[config.mk]
export PLATFORM = sky130hd
export DESIGN_NAME = synced_time_to_calendar_unit
export DESIGN_NICKNAME = d
export VERILOG_FILES = /design/src/sv/stc_pkg.sv /design/src/sv/stc_ctrl.sv /design/src/sv/stc_dp.sv /design/src/sv/synced_time_to_calendar_unit.sv
export SDC_FILE = /design/constraint.sdc
export NUM_CORES = 2
export LEC_CHECK = 0
export BUFFER_PORTS_ARGS = -buffer_cell sky130_fd_sc_hd__buf_2
export CORE_UTILIZATION = 40
export DETAILED_ROUTE_END_ITERATION = 12
export GPL_ROUTABILITY_DRIVEN = 1
export SLEW_MARGIN = 20
export SYNTH_ARGS = -nofsm -noshare
export SYNTH_HDL_FRONTEND = slang
export SYNTH_SLANG_ARGS = --single-unit
[constraint.sdc]
create_clock -name clk -period 10.6 [get_ports clk]
set_clock_uncertainty 0.1 [all_clocks]
set_input_delay 2.12 -clock clk [delete_from_list [all_inputs] [get_ports clk]]
set_output_delay 2.12 -clock clk [all_outputs]
set_load 0.005 [all_outputs]
[src/sv/stc_pkg.sv]
// Shared types, codes and constants for the synced time to calendar block.
// Used by stc_ctrl, stc_dp, synced_time_to_calendar_unit and the verif files; depends on nothing.
`timescale 1ns / 1ps
`default_nettype none

package stc_pkg;

	// Request and result payloads
	typedef struct packed {
		logic [1:0]  action;
		logic [31:0] now_ms;
		logic [31:0] ntp_seconds;
	} in_item_t;

	typedef struct packed {
		logic        time_valid;
		logic        refresh_due;
		logic [31:0] unix_seconds;
		logic [11:0] year;
		logic [3:0]  month;
		logic [4:0]  day;
		logic [4:0]  hour;
		logic [5:0]  minute;
		logic [5:0]  second;
	} out_item_t;

	// Action codes
	localparam logic [1:0] ACT_QUERY = 2'd0;
	localparam logic [1:0] ACT_SYNC  = 2'd1;
	localparam logic [1:0] ACT_FAIL  = 2'd2;

	// Register indexes
	localparam logic [1:0] CFG_TZ_OFFSET = 2'd0;
	localparam logic [1:0] CFG_REFRESH   = 2'd1;
	localparam logic [1:0] CFG_RETRY     = 2'd2;

	// Register reset values
	localparam logic [10:0] TZ_RESET      = 11'd0;
	localparam logic [31:0] REFRESH_RESET = 32'd18000000;
	localparam logic [31:0] RETRY_RESET   = 32'd5000;

	// Time constants
	localparam logic [31:0] NTP_UNIX_OFFSET = 32'd2208988800;
	localparam logic [31:0] ROUND_MS        = 32'd500;

	// Reciprocals for exact 32-bit division: ceil(2^(32+s) / d), s = 6, 5, 4
	localparam logic [31:0] RECIP_1000 = 32'h10624DD3;
	localparam logic [31:0] RECIP_60   = 32'h88888889;
	localparam logic [31:0] RECIP_24   = 32'hAAAAAAAB;

	// Epoch year and its residues mod 4, 100 and 400
	localparam logic [11:0] EPOCH_YEAR     = 12'd1970;
	localparam logic [1:0]  EPOCH_MOD4     = 2'd2;
	localparam logic [6:0]  EPOCH_MOD100   = 7'd70;
	localparam logic [8:0]  EPOCH_MOD400   = 9'd370;
	localparam logic [6:0]  LAST_MOD100    = 7'd99;
	localparam logic [8:0]  LAST_MOD400    = 9'd399;
	localparam logic [8:0]  DAYS_LEAP      = 9'd366;
	localparam logic [8:0]  DAYS_COMMON    = 9'd365;
	localparam logic [3:0]  LAST_MONTH_IDX = 4'd11;

	// Divisor select for the shared constant divider
	typedef enum logic [1:0] {
		DIV_BY_1000,
		DIV_BY_60,
		DIV_BY_24
	} div_sel_t;

	// Datapath operations issued by the controller
	typedef enum logic [3:0] {
		OP_NONE,
		OP_LOAD,
		OP_UPDATE,
		OP_DUE,
		OP_ROUND,
		OP_DIV_STEP,
		OP_SUM_BASE,
		OP_SUM_ZONE,
		OP_SPLIT_SEC,
		OP_SPLIT_MIN,
		OP_SPLIT_HOUR,
		OP_YEAR_STEP,
		OP_MONTH_STEP,
		OP_EMIT
	} dp_op_t;

	// Controller states
	typedef enum logic [3:0] {
		ST_IDLE,
		ST_UPDATE,
		ST_DUE,
		ST_ROUND,
		ST_DIV_MS,
		ST_SUM_BASE,
		ST_SUM_ZONE,
		ST_DIV_SEC,
		ST_SPLIT_SEC,
		ST_DIV_MIN,
		ST_SPLIT_MIN,
		ST_DIV_HOUR,
		ST_SPLIT_HOUR,
		ST_YEAR,
		ST_MONTH,
		ST_DONE
	} stc_state_t;

	typedef struct packed {
		dp_op_t   op;
		div_sel_t div_sel;
	} cmd_t;

	typedef struct packed {
		logic div_last;
		logic year_fits;
		logic month_fits;
		logic out_busy;
	} sts_t;

	function automatic logic [31:0] div_magic(input div_sel_t sel);
		logic [31:0] m;
		case (sel)
			DIV_BY_1000: m = RECIP_1000;
			DIV_BY_60:   m = RECIP_60;
			DIV_BY_24:   m = RECIP_24;
			default:     m = RECIP_1000;
		endcase
		return m;
	endfunction

	function automatic logic [4:0] month_len(input logic [3:0] m, input logic leap);
		logic [4:0] n;
		case (m)
			4'd0:    n = 5'd31;
			4'd1:    n = leap ? 5'd29 : 5'd28;
			4'd2:    n = 5'd31;
			4'd3:    n = 5'd30;
			4'd4:    n = 5'd31;
			4'd5:    n = 5'd30;
			4'd6:    n = 5'd31;
			4'd7:    n = 5'd31;
			4'd8:    n = 5'd30;
			4'd9:    n = 5'd31;
			4'd10:   n = 5'd30;
			4'd11:   n = 5'd31;
			default: n = 5'd31;
		endcase
		return n;
	endfunction

endpackage

`default_nettype wire

[src/sv/stc_ctrl.sv]
// Controller state machine for the synced time to calendar block.
// Depends on stc_pkg; drives the datapath through cmd_t, reads sts_t.
`timescale 1ns / 1ps
`default_nettype none

module stc_ctrl (
	input  wire logic          clk,
	input  wire logic          arst_n,
	input  wire logic          in_valid,
	output logic               in_stall,
	input  wire stc_pkg::sts_t sts,
	output stc_pkg::cmd_t      cmd
);
	import stc_pkg::*;

	stc_state_t state_q;
	stc_state_t state_d;

	// State register
	always_ff @(posedge clk or negedge arst_n) begin
		if (!arst_n) begin
			state_q <= ST_IDLE;
		end else begin
			state_q <= state_d;
		end
	end

	// Next state
	always_comb begin
		state_d = state_q;
		case (state_q)
			ST_IDLE: begin
				if (in_valid) state_d = ST_UPDATE;
			end
			ST_UPDATE:     state_d = ST_DUE;
			ST_DUE:        state_d = ST_ROUND;
			ST_ROUND:      state_d = ST_DIV_MS;
			ST_DIV_MS: begin
				if (sts.div_last) state_d = ST_SUM_BASE;
			end
			ST_SUM_BASE:   state_d = ST_SUM_ZONE;
			ST_SUM_ZONE:   state_d = ST_DIV_SEC;
			ST_DIV_SEC: begin
				if (sts.div_last) state_d = ST_SPLIT_SEC;
			end
			ST_SPLIT_SEC:  state_d = ST_DIV_MIN;
			ST_DIV_MIN: begin
				if (sts.div_last) state_d = ST_SPLIT_MIN;
			end
			ST_SPLIT_MIN:  state_d = ST_DIV_HOUR;
			ST_DIV_HOUR: begin
				if (sts.div_last) state_d = ST_SPLIT_HOUR;
			end
			ST_SPLIT_HOUR: state_d = ST_YEAR;
			ST_YEAR: begin
				if (sts.year_fits) state_d = ST_MONTH;
			end
			ST_MONTH: begin
				if (sts.month_fits) state_d = ST_DONE;
			end
			ST_DONE: begin
				if (!sts.out_busy) state_d = ST_IDLE;
			end
			default:       state_d = ST_IDLE;
		endcase
	end

	// Outputs: one datapath operation per state
	always_comb begin
		in_stall    = (state_q != ST_IDLE);
		cmd.op      = OP_NONE;
		cmd.div_sel = DIV_BY_1000;
		case (state_q)
			ST_IDLE:       cmd.op = in_valid ? OP_LOAD : OP_NONE;
			ST_UPDATE:     cmd.op = OP_UPDATE;
			ST_DUE:        cmd.op = OP_DUE;
			ST_ROUND:      cmd.op = OP_ROUND;
			ST_DIV_MS: begin
				cmd.op      = OP_DIV_STEP;
				cmd.div_sel = DIV_BY_1000;
			end
			ST_SUM_BASE:   cmd.op = OP_SUM_BASE;
			ST_SUM_ZONE:   cmd.op = OP_SUM_ZONE;
			ST_DIV_SEC: begin
				cmd.op      = OP_DIV_STEP;
				cmd.div_sel = DIV_BY_60;
			end
			ST_SPLIT_SEC:  cmd.op = OP_SPLIT_SEC;
			ST_DIV_MIN: begin
				cmd.op      = OP_DIV_STEP;
				cmd.div_sel = DIV_BY_60;
			end
			ST_SPLIT_MIN:  cmd.op = OP_SPLIT_MIN;
			ST_DIV_HOUR: begin
				cmd.op      = OP_DIV_STEP;
				cmd.div_sel = DIV_BY_24;
			end
			ST_SPLIT_HOUR: cmd.op = OP_SPLIT_HOUR;
			ST_YEAR:       cmd.op = OP_YEAR_STEP;
			ST_MONTH:      cmd.op = OP_MONTH_STEP;
			ST_DONE:       cmd.op = sts.out_busy ? OP_NONE : OP_EMIT;
			default:       cmd.op = OP_NONE;
		endcase
	end

endmodule

`default_nettype wire

[src/sv/stc_dp.sv]
// Datapath for the synced time to calendar block: registers, sync state,
// shared constant divider, year and month walk, result register. Depends on stc_pkg.
`timescale 1ns / 1ps
`default_nettype none

module stc_dp (
	input  wire logic              clk,
	input  wire logic              arst_n,
	input  wire stc_pkg::in_item_t in_data,
	input  wire logic              cfg_valid,
	input  wire logic [1:0]        cfg_index,
	input  wire logic [31:0]       cfg_data,
	input  wire stc_pkg::cmd_t     cmd,
	output stc_pkg::sts_t          sts,
	output logic                   out_valid,
	input  wire logic              out_stall,
	output stc_pkg::out_item_t     out_data
);
	import stc_pkg::*;

	// Configuration and sync state
	logic [10:0] tz_q;
	logic [31:0] refresh_q;
	logic [31:0] retry_q;
	logic [31:0] last_q;
	logic [31:0] sync_q;
	logic [31:0] failed_q;
	logic        force_q;

	// Work registers
	in_item_t    item_q;
	logic        due_q;
	logic [31:0] elapsed_q;
	logic [31:0] num_q;
	logic [9:0]  rem_q;
	logic        cnt_q;
	logic [63:0] prod_q;
	logic [31:0] acc_q;
	logic [31:0] ts_q;
	logic [5:0]  sec_q;
	logic [5:0]  min_q;
	logic [4:0]  hour_q;
	logic [15:0] days_q;
	logic [11:0] year_q;
	logic [1:0]  mod4_q;
	logic [6:0]  mod100_q;
	logic [8:0]  mod400_q;
	logic [3:0]  mon_q;
	logic [8:0]  start_q;
	out_item_t   out_q;
	logic        out_valid_q;

	logic        emit;
	logic        valid_time;
	logic [31:0] since_sync;
	logic [31:0] since_fail;
	logic [31:0] magic;
	logic [31:0] quot;
	logic [31:0] quot_d;
	logic [31:0] rem_full;
	logic [31:0] tz_ext;
	logic [31:0] tz_sec;
	logic [31:0] ts_next;
	logic        leap;
	logic [8:0]  ylen;
	logic [4:0]  dim;
	logic [9:0]  month_end;
	logic [8:0]  day_sum;

	assign emit       = (cmd.op == OP_EMIT);
	assign valid_time = (last_q != 32'd0);
	assign since_sync = item_q.now_ms - sync_q;
	assign since_fail = item_q.now_ms - failed_q;

	// Divider: multiply by the reciprocal, then take quotient and remainder
	assign magic = div_magic(cmd.div_sel);

	always_comb begin
		case (cmd.div_sel)
			DIV_BY_1000: begin
				quot   = {6'd0, prod_q[63:38]};
				quot_d = (quot << 10) - (quot << 4) - (quot << 3);
			end
			DIV_BY_60: begin
				quot   = {5'd0, prod_q[63:37]};
				quot_d = (quot << 6) - (quot << 2);
			end
			DIV_BY_24: begin
				quot   = {4'd0, prod_q[63:36]};
				quot_d = (quot << 4) + (quot << 3);
			end
			default: begin
				quot   = {6'd0, prod_q[63:38]};
				quot_d = (quot << 10) - (quot << 4) - (quot << 3);
			end
		endcase
	end

	assign rem_full = num_q - quot_d;

	// Timezone minutes to seconds: x*60 = x*64 - x*4
	assign tz_ext  = {{21{tz_q[10]}}, tz_q};
	assign tz_sec  = (tz_ext << 6) - (tz_ext << 2);
	assign ts_next = valid_time ? (acc_q + tz_sec) : 32'd0;

	// Leap year from tracked residues
	assign leap      = ((mod4_q == 2'd0) && (mod100_q != 7'd0)) || (mod400_q == 9'd0);
	assign ylen      = leap ? DAYS_LEAP : DAYS_COMMON;
	assign dim       = month_len(mon_q, leap);
	assign month_end = {1'b0, start_q} + {5'd0, dim};
	assign day_sum   = days_q[8:0] - start_q + 9'd1;

	assign sts.div_last   = cnt_q;
	assign sts.year_fits  = (days_q < {7'd0, ylen});
	assign sts.month_fits = (mon_q >= LAST_MONTH_IDX) || ({6'd0, month_end} > days_q);
	assign sts.out_busy   = out_valid_q && out_stall;

	assign out_valid = out_valid_q;
	assign out_data  = out_q;

	// Configuration, sync state and control counters
	always_ff @(posedge clk or negedge arst_n) begin
		if (!arst_n) begin
			tz_q        <= TZ_RESET;
			refresh_q   <= REFRESH_RESET;
			retry_q     <= RETRY_RESET;
			last_q      <= 32'd0;
			sync_q      <= 32'd0;
			failed_q    <= 32'd0;
			force_q     <= 1'b1;
			cnt_q       <= 1'b0;
			out_valid_q <= 1'b0;
		end else begin
			// take register writes
			if (cfg_valid) begin
				case (cfg_index)
					CFG_TZ_OFFSET: tz_q      <= cfg_data[10:0];
					CFG_REFRESH:   refresh_q <= cfg_data;
					CFG_RETRY:     retry_q   <= cfg_data;
					default:       ;
				endcase
			end
			// apply the request's action
			if (cmd.op == OP_UPDATE) begin
				if (item_q.action == ACT_SYNC) begin
					last_q   <= item_q.ntp_seconds - NTP_UNIX_OFFSET;
					sync_q   <= item_q.now_ms;
					failed_q <= 32'd0;
					force_q  <= 1'b0;
				end else if (item_q.action == ACT_FAIL) begin
					failed_q <= item_q.now_ms;
				end
			end
			// alternate multiply and split cycles, restart before each division
			case (cmd.op)
				OP_DIV_STEP:   cnt_q <= !cnt_q;
				OP_ROUND,
				OP_SUM_ZONE,
				OP_SPLIT_SEC,
				OP_SPLIT_MIN:  cnt_q <= 1'b0;
				default:       cnt_q <= cnt_q;
			endcase
			// hold the result until taken
			out_valid_q <= emit || (out_valid_q && out_stall);
		end
	end

	// Payload registers
	always_ff @(posedge clk) begin
		case (cmd.op)
			OP_LOAD: item_q <= in_data;
			OP_DUE: begin
				due_q     <= (force_q || (since_sync > refresh_q)) &&
				             ((failed_q == 32'd0) || (since_fail > retry_q));
				elapsed_q <= since_sync;
			end
			OP_ROUND: begin
				num_q <= elapsed_q + ROUND_MS;
				rem_q <= 10'd0;
			end
			OP_DIV_STEP: begin
				// cnt_q low forms the product, cnt_q high splits it
				if (!cnt_q) begin
					prod_q <= {32'd0, num_q} * {32'd0, magic};
				end else begin
					num_q <= quot;
					rem_q <= rem_full[9:0];
				end
			end
			OP_SUM_BASE: acc_q <= num_q + last_q;
			OP_SUM_ZONE: begin
				ts_q  <= ts_next;
				num_q <= ts_next;
				rem_q <= 10'd0;
			end
			OP_SPLIT_SEC: begin
				sec_q <= rem_q[5:0];
				rem_q <= 10'd0;
			end
			OP_SPLIT_MIN: begin
				min_q <= rem_q[5:0];
				rem_q <= 10'd0;
			end
			OP_SPLIT_HOUR: begin
				hour_q   <= rem_q[4:0];
				days_q   <= num_q[15:0];
				year_q   <= EPOCH_YEAR;
				mod4_q   <= EPOCH_MOD4;
				mod100_q <= EPOCH_MOD100;
				mod400_q <= EPOCH_MOD400;
				mon_q    <= 4'd0;
				start_q  <= 9'd0;
			end
			OP_YEAR_STEP: begin
				// drop one whole year while the days are still at least its length
				if (!sts.year_fits) begin
					days_q   <= days_q - {7'd0, ylen};
					year_q   <= year_q + 12'd1;
					mod4_q   <= mod4_q + 2'd1;
					mod100_q <= (mod100_q == LAST_MOD100) ? 7'd0 : mod100_q + 7'd1;
					mod400_q <= (mod400_q == LAST_MOD400) ? 9'd0 : mod400_q + 9'd1;
				end
			end
			OP_MONTH_STEP: begin
				// advance past whole months before the day of year
				if (!sts.month_fits) begin
					start_q <= month_end[8:0];
					mon_q   <= mon_q + 4'd1;
				end
			end
			OP_EMIT: begin
				out_q.time_valid   <= valid_time;
				out_q.refresh_due  <= due_q;
				out_q.unix_seconds <= ts_q;
				out_q.year         <= year_q;
				out_q.month        <= mon_q + 4'd1;
				out_q.day          <= day_sum[4:0];
				out_q.hour         <= hour_q;
				out_q.minute       <= min_q;
				out_q.second       <= sec_q;
			end
			default: ;
		endcase
	end

endmodule

`default_nettype wire

[src/sv/synced_time_to_calendar_unit.sv]
// Top level of the synced time to calendar block: controller plus datapath.
// Depends on stc_pkg, stc_ctrl and stc_dp.
//
// Channel  | Signals                           | Handshake
// ---------+-----------------------------------+------------------------------
// request  | in_valid, in_stall, in_data       | accepted on valid && !stall
// result   | out_valid, out_stall, out_data    | taken on valid && !stall
// config   | cfg_valid, cfg_ready, cfg_index,  | written on valid && ready,
//          | cfg_data                          | ready is always high
//
// One request is processed at a time: load, update, refresh check and round,
// four constant divisions by reciprocal multiply, sums and splits, then a walk
// over the years from 1970 and over the months, and emit; the year walk takes
// the longest. A finished result sits in an output register, so the next
// request is accepted while it waits. Reset restores the register reset values
// and clears the sync state.
`timescale 1ns / 1ps
`default_nettype none

module synced_time_to_calendar_unit (
	input  wire logic              clk,
	input  wire logic              arst_n,
	input  wire logic              in_valid,
	output logic                   in_stall,
	input  wire stc_pkg::in_item_t in_data,
	output logic                   out_valid,
	input  wire logic              out_stall,
	output stc_pkg::out_item_t     out_data,
	input  wire logic              cfg_valid,
	output logic                   cfg_ready,
	input  wire logic [1:0]        cfg_index,
	input  wire logic [31:0]       cfg_data
);
	import stc_pkg::*;

	cmd_t cmd;
	sts_t sts;

	assign cfg_ready = 1'b1;

	stc_ctrl u_ctrl (
		.clk      (clk),
		.arst_n   (arst_n),
		.in_valid (in_valid),
		.in_stall (in_stall),
		.sts      (sts),
		.cmd      (cmd)
	);

	stc_dp u_dp (
		.clk       (clk),
		.arst_n    (arst_n),
		.in_data   (in_data),
		.cfg_valid (cfg_valid),
		.cfg_index (cfg_index),
		.cfg_data  (cfg_data),
		.cmd       (cmd),
		.sts       (sts),
		.out_valid (out_valid),
		.out_stall (out_stall),
		.out_data  (out_data)
	);

endmodule

`default_nettype wire

# Word level (Yosys, flattened, before mapping)
# Index checks and enable logic that the tools add are counted.
# W data, S select, Z words.
[word_totals]
reg_bits = 591
input_bits = 105
wordCells = 199
output_inout_bits = 75
[classes]
n_mux = 43
n_mul = 1
eq_ne = 52
n_reduce_logical = 37
magnitude_cmp = 5
n_bitwise = 1
add_sub_neg = 21
[ops]
columns = ["operator", "n"]
rows = [
  ["$mux W32", 4],
  ["$pmux W32 S3", 1],
  ["$add A32 B32 Y32", 2],
  ["$eq A4 B4 Y1 const B", 16],
  ["$gt A32 B32 Y1", 2],
  ["$mul A32 B32 Y64", 1],
  ["$pmux W32 S2", 1],
  ["$pmux W4 S16", 1],
  ["$sub A32 B32 Y32", 2],
  ["$pmux W28 S2", 1],
  ["$pmux W4 S13", 1],
  ["$mux W4", 10],
  ["$eq A4 B3 Y1 const B", 9],
  ["$pmux W9 S2", 2],
  ["$add A32 B9 Y32 const B", 1],
  ["$logic_not A32 Y1", 1],
  ["$pmux W16 S2", 1],
  ["$reduce_bool A32 Y1", 1],
  ["$sub A32 B32 Y32 const B", 1],
  ["$mux W9", 3],
  ["$pmux W12 S2", 1],
  ["$pmux W6 S2", 2],
  ["$eq A4 B2 Y1 const B", 5],
  ["$reduce_and A2 Y1", 10],
  ["48 further kinds", 81],
]

# Longest topological paths before layout
[logic_depth]
depth_word = 10
mapped_depth = 36
mapped_depth_nobuf = 32

# By module
# From an unflattened synthesis, not the netlist that was laid out.
[unflattened]
hier_cells = 5288
hier_area_um2 = 54866.4
[by_module_without_submodules]
columns = ["module", "cells_per_inst", "instances", "area_per_inst_um2", "seq_area_each_um2"]
rows = [
  ["stc_dp", 5232, 1, 54438.5, 15691.3],
  ["stc_ctrl", 54, 1, 416.6, 100.1],
  ["synced_time_to_calendar_unit", 2, 1, 11.3, 0.0],
]

# Least setup slack after synthesis
# No wires, ideal clock.
[synth_path]
path_type = "register -> register"
from = "register u_ctrl.state_q[2]"
to = "register u_dp.prod_q[49], data pin"
path_slack_ns = 1.590
t_required_ns = 10.235
path_buffers = 4
arrival_ns = 8.645
period_less_slack_ns = 9.010
path_stages_with_launch = 34
setup_time_ns = 0.265
cell_sequence = "dfrtp_1 clkbuf_1 clkbuf_1 nor3b_1 o21ai_0 inv_1 ha_1 clkbuf_1 buf_1 nand2_1 fa_1 inv_1 fa_1 inv_1 fa_1 fa_1 inv_1 fa_1 fa_1 fa_1 inv_1 fa_1 inv_1 ha_1 a21oi_1 o21ai_0 o31a_1 or3_1 a21oi_2 nor2_1 or3_1 a21oi_2 o21ai_0 xor2_1"
[synth_between]
elab_chain_cells = 6
word_cells_on_any_way = 9
classes_between = "1 x mul; 5 x eq/ne; 2 x mux; 1 x reduce/logical"
[synth_rtl]
columns = ["item", "line", "text"]
rows = [
  ["start, declared", "stc_ctrl.sv:16", "stc_state_t state_q;"],
  ["start signal, assigned", "stc_ctrl.sv:24", "state_q <= state_d;"],
  ["$eq A4 B3 Y1 / $eq A4 B4 Y1 (equally long branches)", "stc_ctrl.sv:73", "case (state_q)"],
  ["$reduce_or A2 Y1 (no line)", "-", ""],
  ["$pmux W2 S2 *", "stc_ctrl.sv:73", ""],
  ["$eq A2 B2 Y1 / $eq A2 B1 Y1 (equally long branches)", "stc_pkg.sv:121", "case (sel)"],
  ["$pmux W32 S2 *", "stc_pkg.sv:121", ""],
  ["$mul A32 B32 Y64 *", "stc_dp.sv:184", "prod_q <= {32'd0, num_q} * {32'd0, magic};"],
  ["end signal, assigned", "stc_dp.sv:184", ""],
  ["end, declared", "stc_dp.sv:37", "logic [63:0] prod_q;"],
]
# Every way passes the cells marked *; elsewhere a longest branch is shown, timed or not.
# A chain may end at the register's enable or synchronous reset.

# Final worst setup path
[layout_path]
from = "register u_ctrl.state_q[3]"
to = "register u_dp.prod_q[63], data pin"
# The elaborated chain is that of the path after synthesis.

==> results.cfg <==
[routing]
drt_drc_violations_left = 0
firstDrtPassIters = 6
postRouteWirelength_mm = 160.0
vias = 39044
vias_per_cell = 5.195
drtAntennaViolNets = 0
dr.first_iter.drc_count = 3056
drt-wirelength-per-cell_um = 21.29

[critical_path]
slowest_stage = ha_4
crit_top_cell = fa_1
required_ns = 10.91
start_kind = flip-flop
criticalPathCategory = flip-flop to flip-flop
r2r_cells = 29
end_kind = flip-flop
slowest_delay_ns = 0.62
path_max_fanout = 50
crit_arrival_ns = 10.24

[synth]
async_reset_ff_share_pct = 32.07
synth_edf_count = 377
synth-main-ff-cell = edfxtp_1
syn_area_um2 = 55210
ys_seq_area_share_pct = 28.60
postSynthAreaPerCell_um2 = 10.22
ys_ff_latch = 555
synth_cell_types = 89
netlist_instances = 5403
ys_warn_count = 0

[clock_tree]
cts_resized = 0
ctsHoldBuffers = 0
cts_tree = done
cts_buffers = 70
cts_max_path_buffers = 3
cts.sinks = 555
post_cts_buffers = 0
clk_pin_slew_ns = 0.07
insertion_delay_ns = 0.69
cts_root_buffer = clkbuf_16
cts_max_level = 3

[layout]
final_cell_mix = inv_1 (1163), ha_1 (621), fa_1 (613), edfxtp_1 (377), nand2_1 (329)
drive_above_1_share_pct = 9.104
nets = 7020
area_growth_pct = 10.75
antenna_cells = 0
layout_commonest_cell = inv_1
num-fill-cells = 13075

[run_status]
status = completed

[floorplan]
row_count = 135
io_pins = 180
core_area_um2 = 136100
start_util_pct = 40.55
die_area_um2 = 139500
chipWidth_um = 373.5
die_y_um = 373.5

[sta]
tightest_slew_ns = 1.130
final.setup.tns_ns = 0
rsz0062_at_grt = false
finalCritPeriodShare_pct = 93.66
finalHoldViolations = 0
fin_crit_ns = 9.928
maxSlewViolCount = 0
fmax_mhz = 100.7
setup_viol = 0
max_slew_margin_pct = 24.65

[grt]
grt_antenna_before_repair = 6
grt_max_degree = 109
grt_pass1_wl_mm = 243.3
grt_overflow = 0
track_usage_pct = 23.04
grt_pass1_vias = 40421

[job]
maxCapViolCount = 0

[hold_path]
holdPathStages = 0
hp-class = flip-flop to flip-flop

[placed_design]
place_congestion = 0.9799
dp_hpwl_mm = 134.2
numPortBuffers = 178
==> Yosys cell counts (27+ instances only) <==
master       n  share of area [%]
a21o_1     113                1.5
a21oi_1    201                1.8
a22oi_1     29               0.39
and2_1      44               0.50
and3_1      37               0.42
clkbuf_1   115               0.78
dfrtp_1    165                7.5
edfxtp_1   377                 21
fa_1       613                 22
ha_1       623                 14
inv_1     1163                7.9
mux2_2     104                2.1
nand2_1    329                2.2
nand2b_1    52               0.59
nand3_1     66               0.60
nand3b_1    40               0.54
nand4_1     44               0.50
nor2_1     271                1.8
nor2b_1     60               0.68
nor3_1      53               0.48
nor4_1      27               0.31
o21a_1      34               0.46
o21ai_0    194                1.8
xnor2_1    211                3.3
xor2_1     113                1.8
==> flip-flops by register name (all words and copies together), names as in the netlist, 7 cells and up <==
signal and flops:
u_dp.start_q 9, u_dp.mod400_q 9, u_dp.days_q 16, u_dp.mod100_q 7
u_dp.year_q 12, u_dp.ts_q 32, u_dp.retry_q 32, u_dp.acc_q 32
u_dp.prod_q 28, u_dp.last_q 32, u_dp.out_data 72, u_dp.failed_q 32
u_dp.refresh_q 32, u_dp.sync_q 32, u_dp.item_q 66, u_dp.num_q 32
u_dp.elapsed_q 32, u_dp.tz_q 11
==> path summary, 6_finish.rpt <==
check                                  startpoint  slack [ns]          endpoint
min in group asynchronous                  arst_n        1.48   u_dp.retry_q[5]
worst max register to register  u_ctrl.state_q[3]        0.67   u_dp.prod_q[63]
worst min register to register      u_dp.sec_q[2]        0.31  u_dp.out_data[2]
worst min-delay path                u_dp.sec_q[2]        0.31  u_dp.out_data[2]
max in group asynchronous                  arst_n        7.38   u_dp.last_q[22]
worst max-delay path            u_ctrl.state_q[3]        0.67   u_dp.prod_q[63]
==> metrics by stage <==
stage | instance area, µm² | worst slack (ns) | utilization, % | hold slack [ns] | instances
2_1_floorplan | 55560 | 1.590 | - | 0.3003 | 5495
3_3_place_gp | 58750 | 0.7990 | 43.15 | 0.3008 | 7387
3_5_place_dp | 58780 | 0.7431 | 43.18 | 0.3045 | 7388
4_1_cts | 61150 | 0.6892 | 44.91 | 0.3037 | 7515
5_1_grt | 61150 | 0.2686 | 44.91 | 0.3121 | 7515
6_report | 61150 | 0.6722 | 44.91 | 0.3066 | 7515
==> routing by layer <==
layer	GRT usage [%]	share of wire, %	wire, µm
met1	30.92	44	69900
met2	37.35	46	73840
met3	3.848	6.2	9852
met4	8.494	4.0	6340
met5	0	0.023	36
==> worst max-delay path, delay by kind of cell, from the launching register on <==
family                     cells  cell delay, ns
xor gates and xnor gates       1            0.20
buffers and inverters          4            0.50
adders and majority gates     10            4.73
and+or+nand+nor                5            1.32
AOI/OAI and AO/OA              9            2.32
DFF                            1            0.43
==> final cells by class <==
class                   instances  area (µm²)  share of cell area [%]
clock buffers                  79        1785                   2.920
clock inverters                48       580.6                  0.9495
inverters                    1166        4377                   7.158
multi-input cells            3645       34980                   57.20
flip-flops and latches        555       15790                   25.83
well taps                    1781        2228                   3.644
repair buffers                241        1405                   2.298
==> logic make-up after synthesis <==
kind of cell / count (synthesis) / synth area share (%)
adder cells (fa/ha/maj): 1239 / 36.40
AND/OR/NAND/NOR: 1081 / 9.518
AO/OA/AOI/OAI: 799 / 9.303
multiplexers: 108 / 2.194
flip-flops: 555 / 28.60
XOR/XNOR: 324 / 5.140
buffers and inverters: 1295 / 8.829
other: 2 / 0.01360
Power is left out: the tool's default activity adds up to more than one toggle a clock period on the data nets, which glitch-free logic cannot reach.
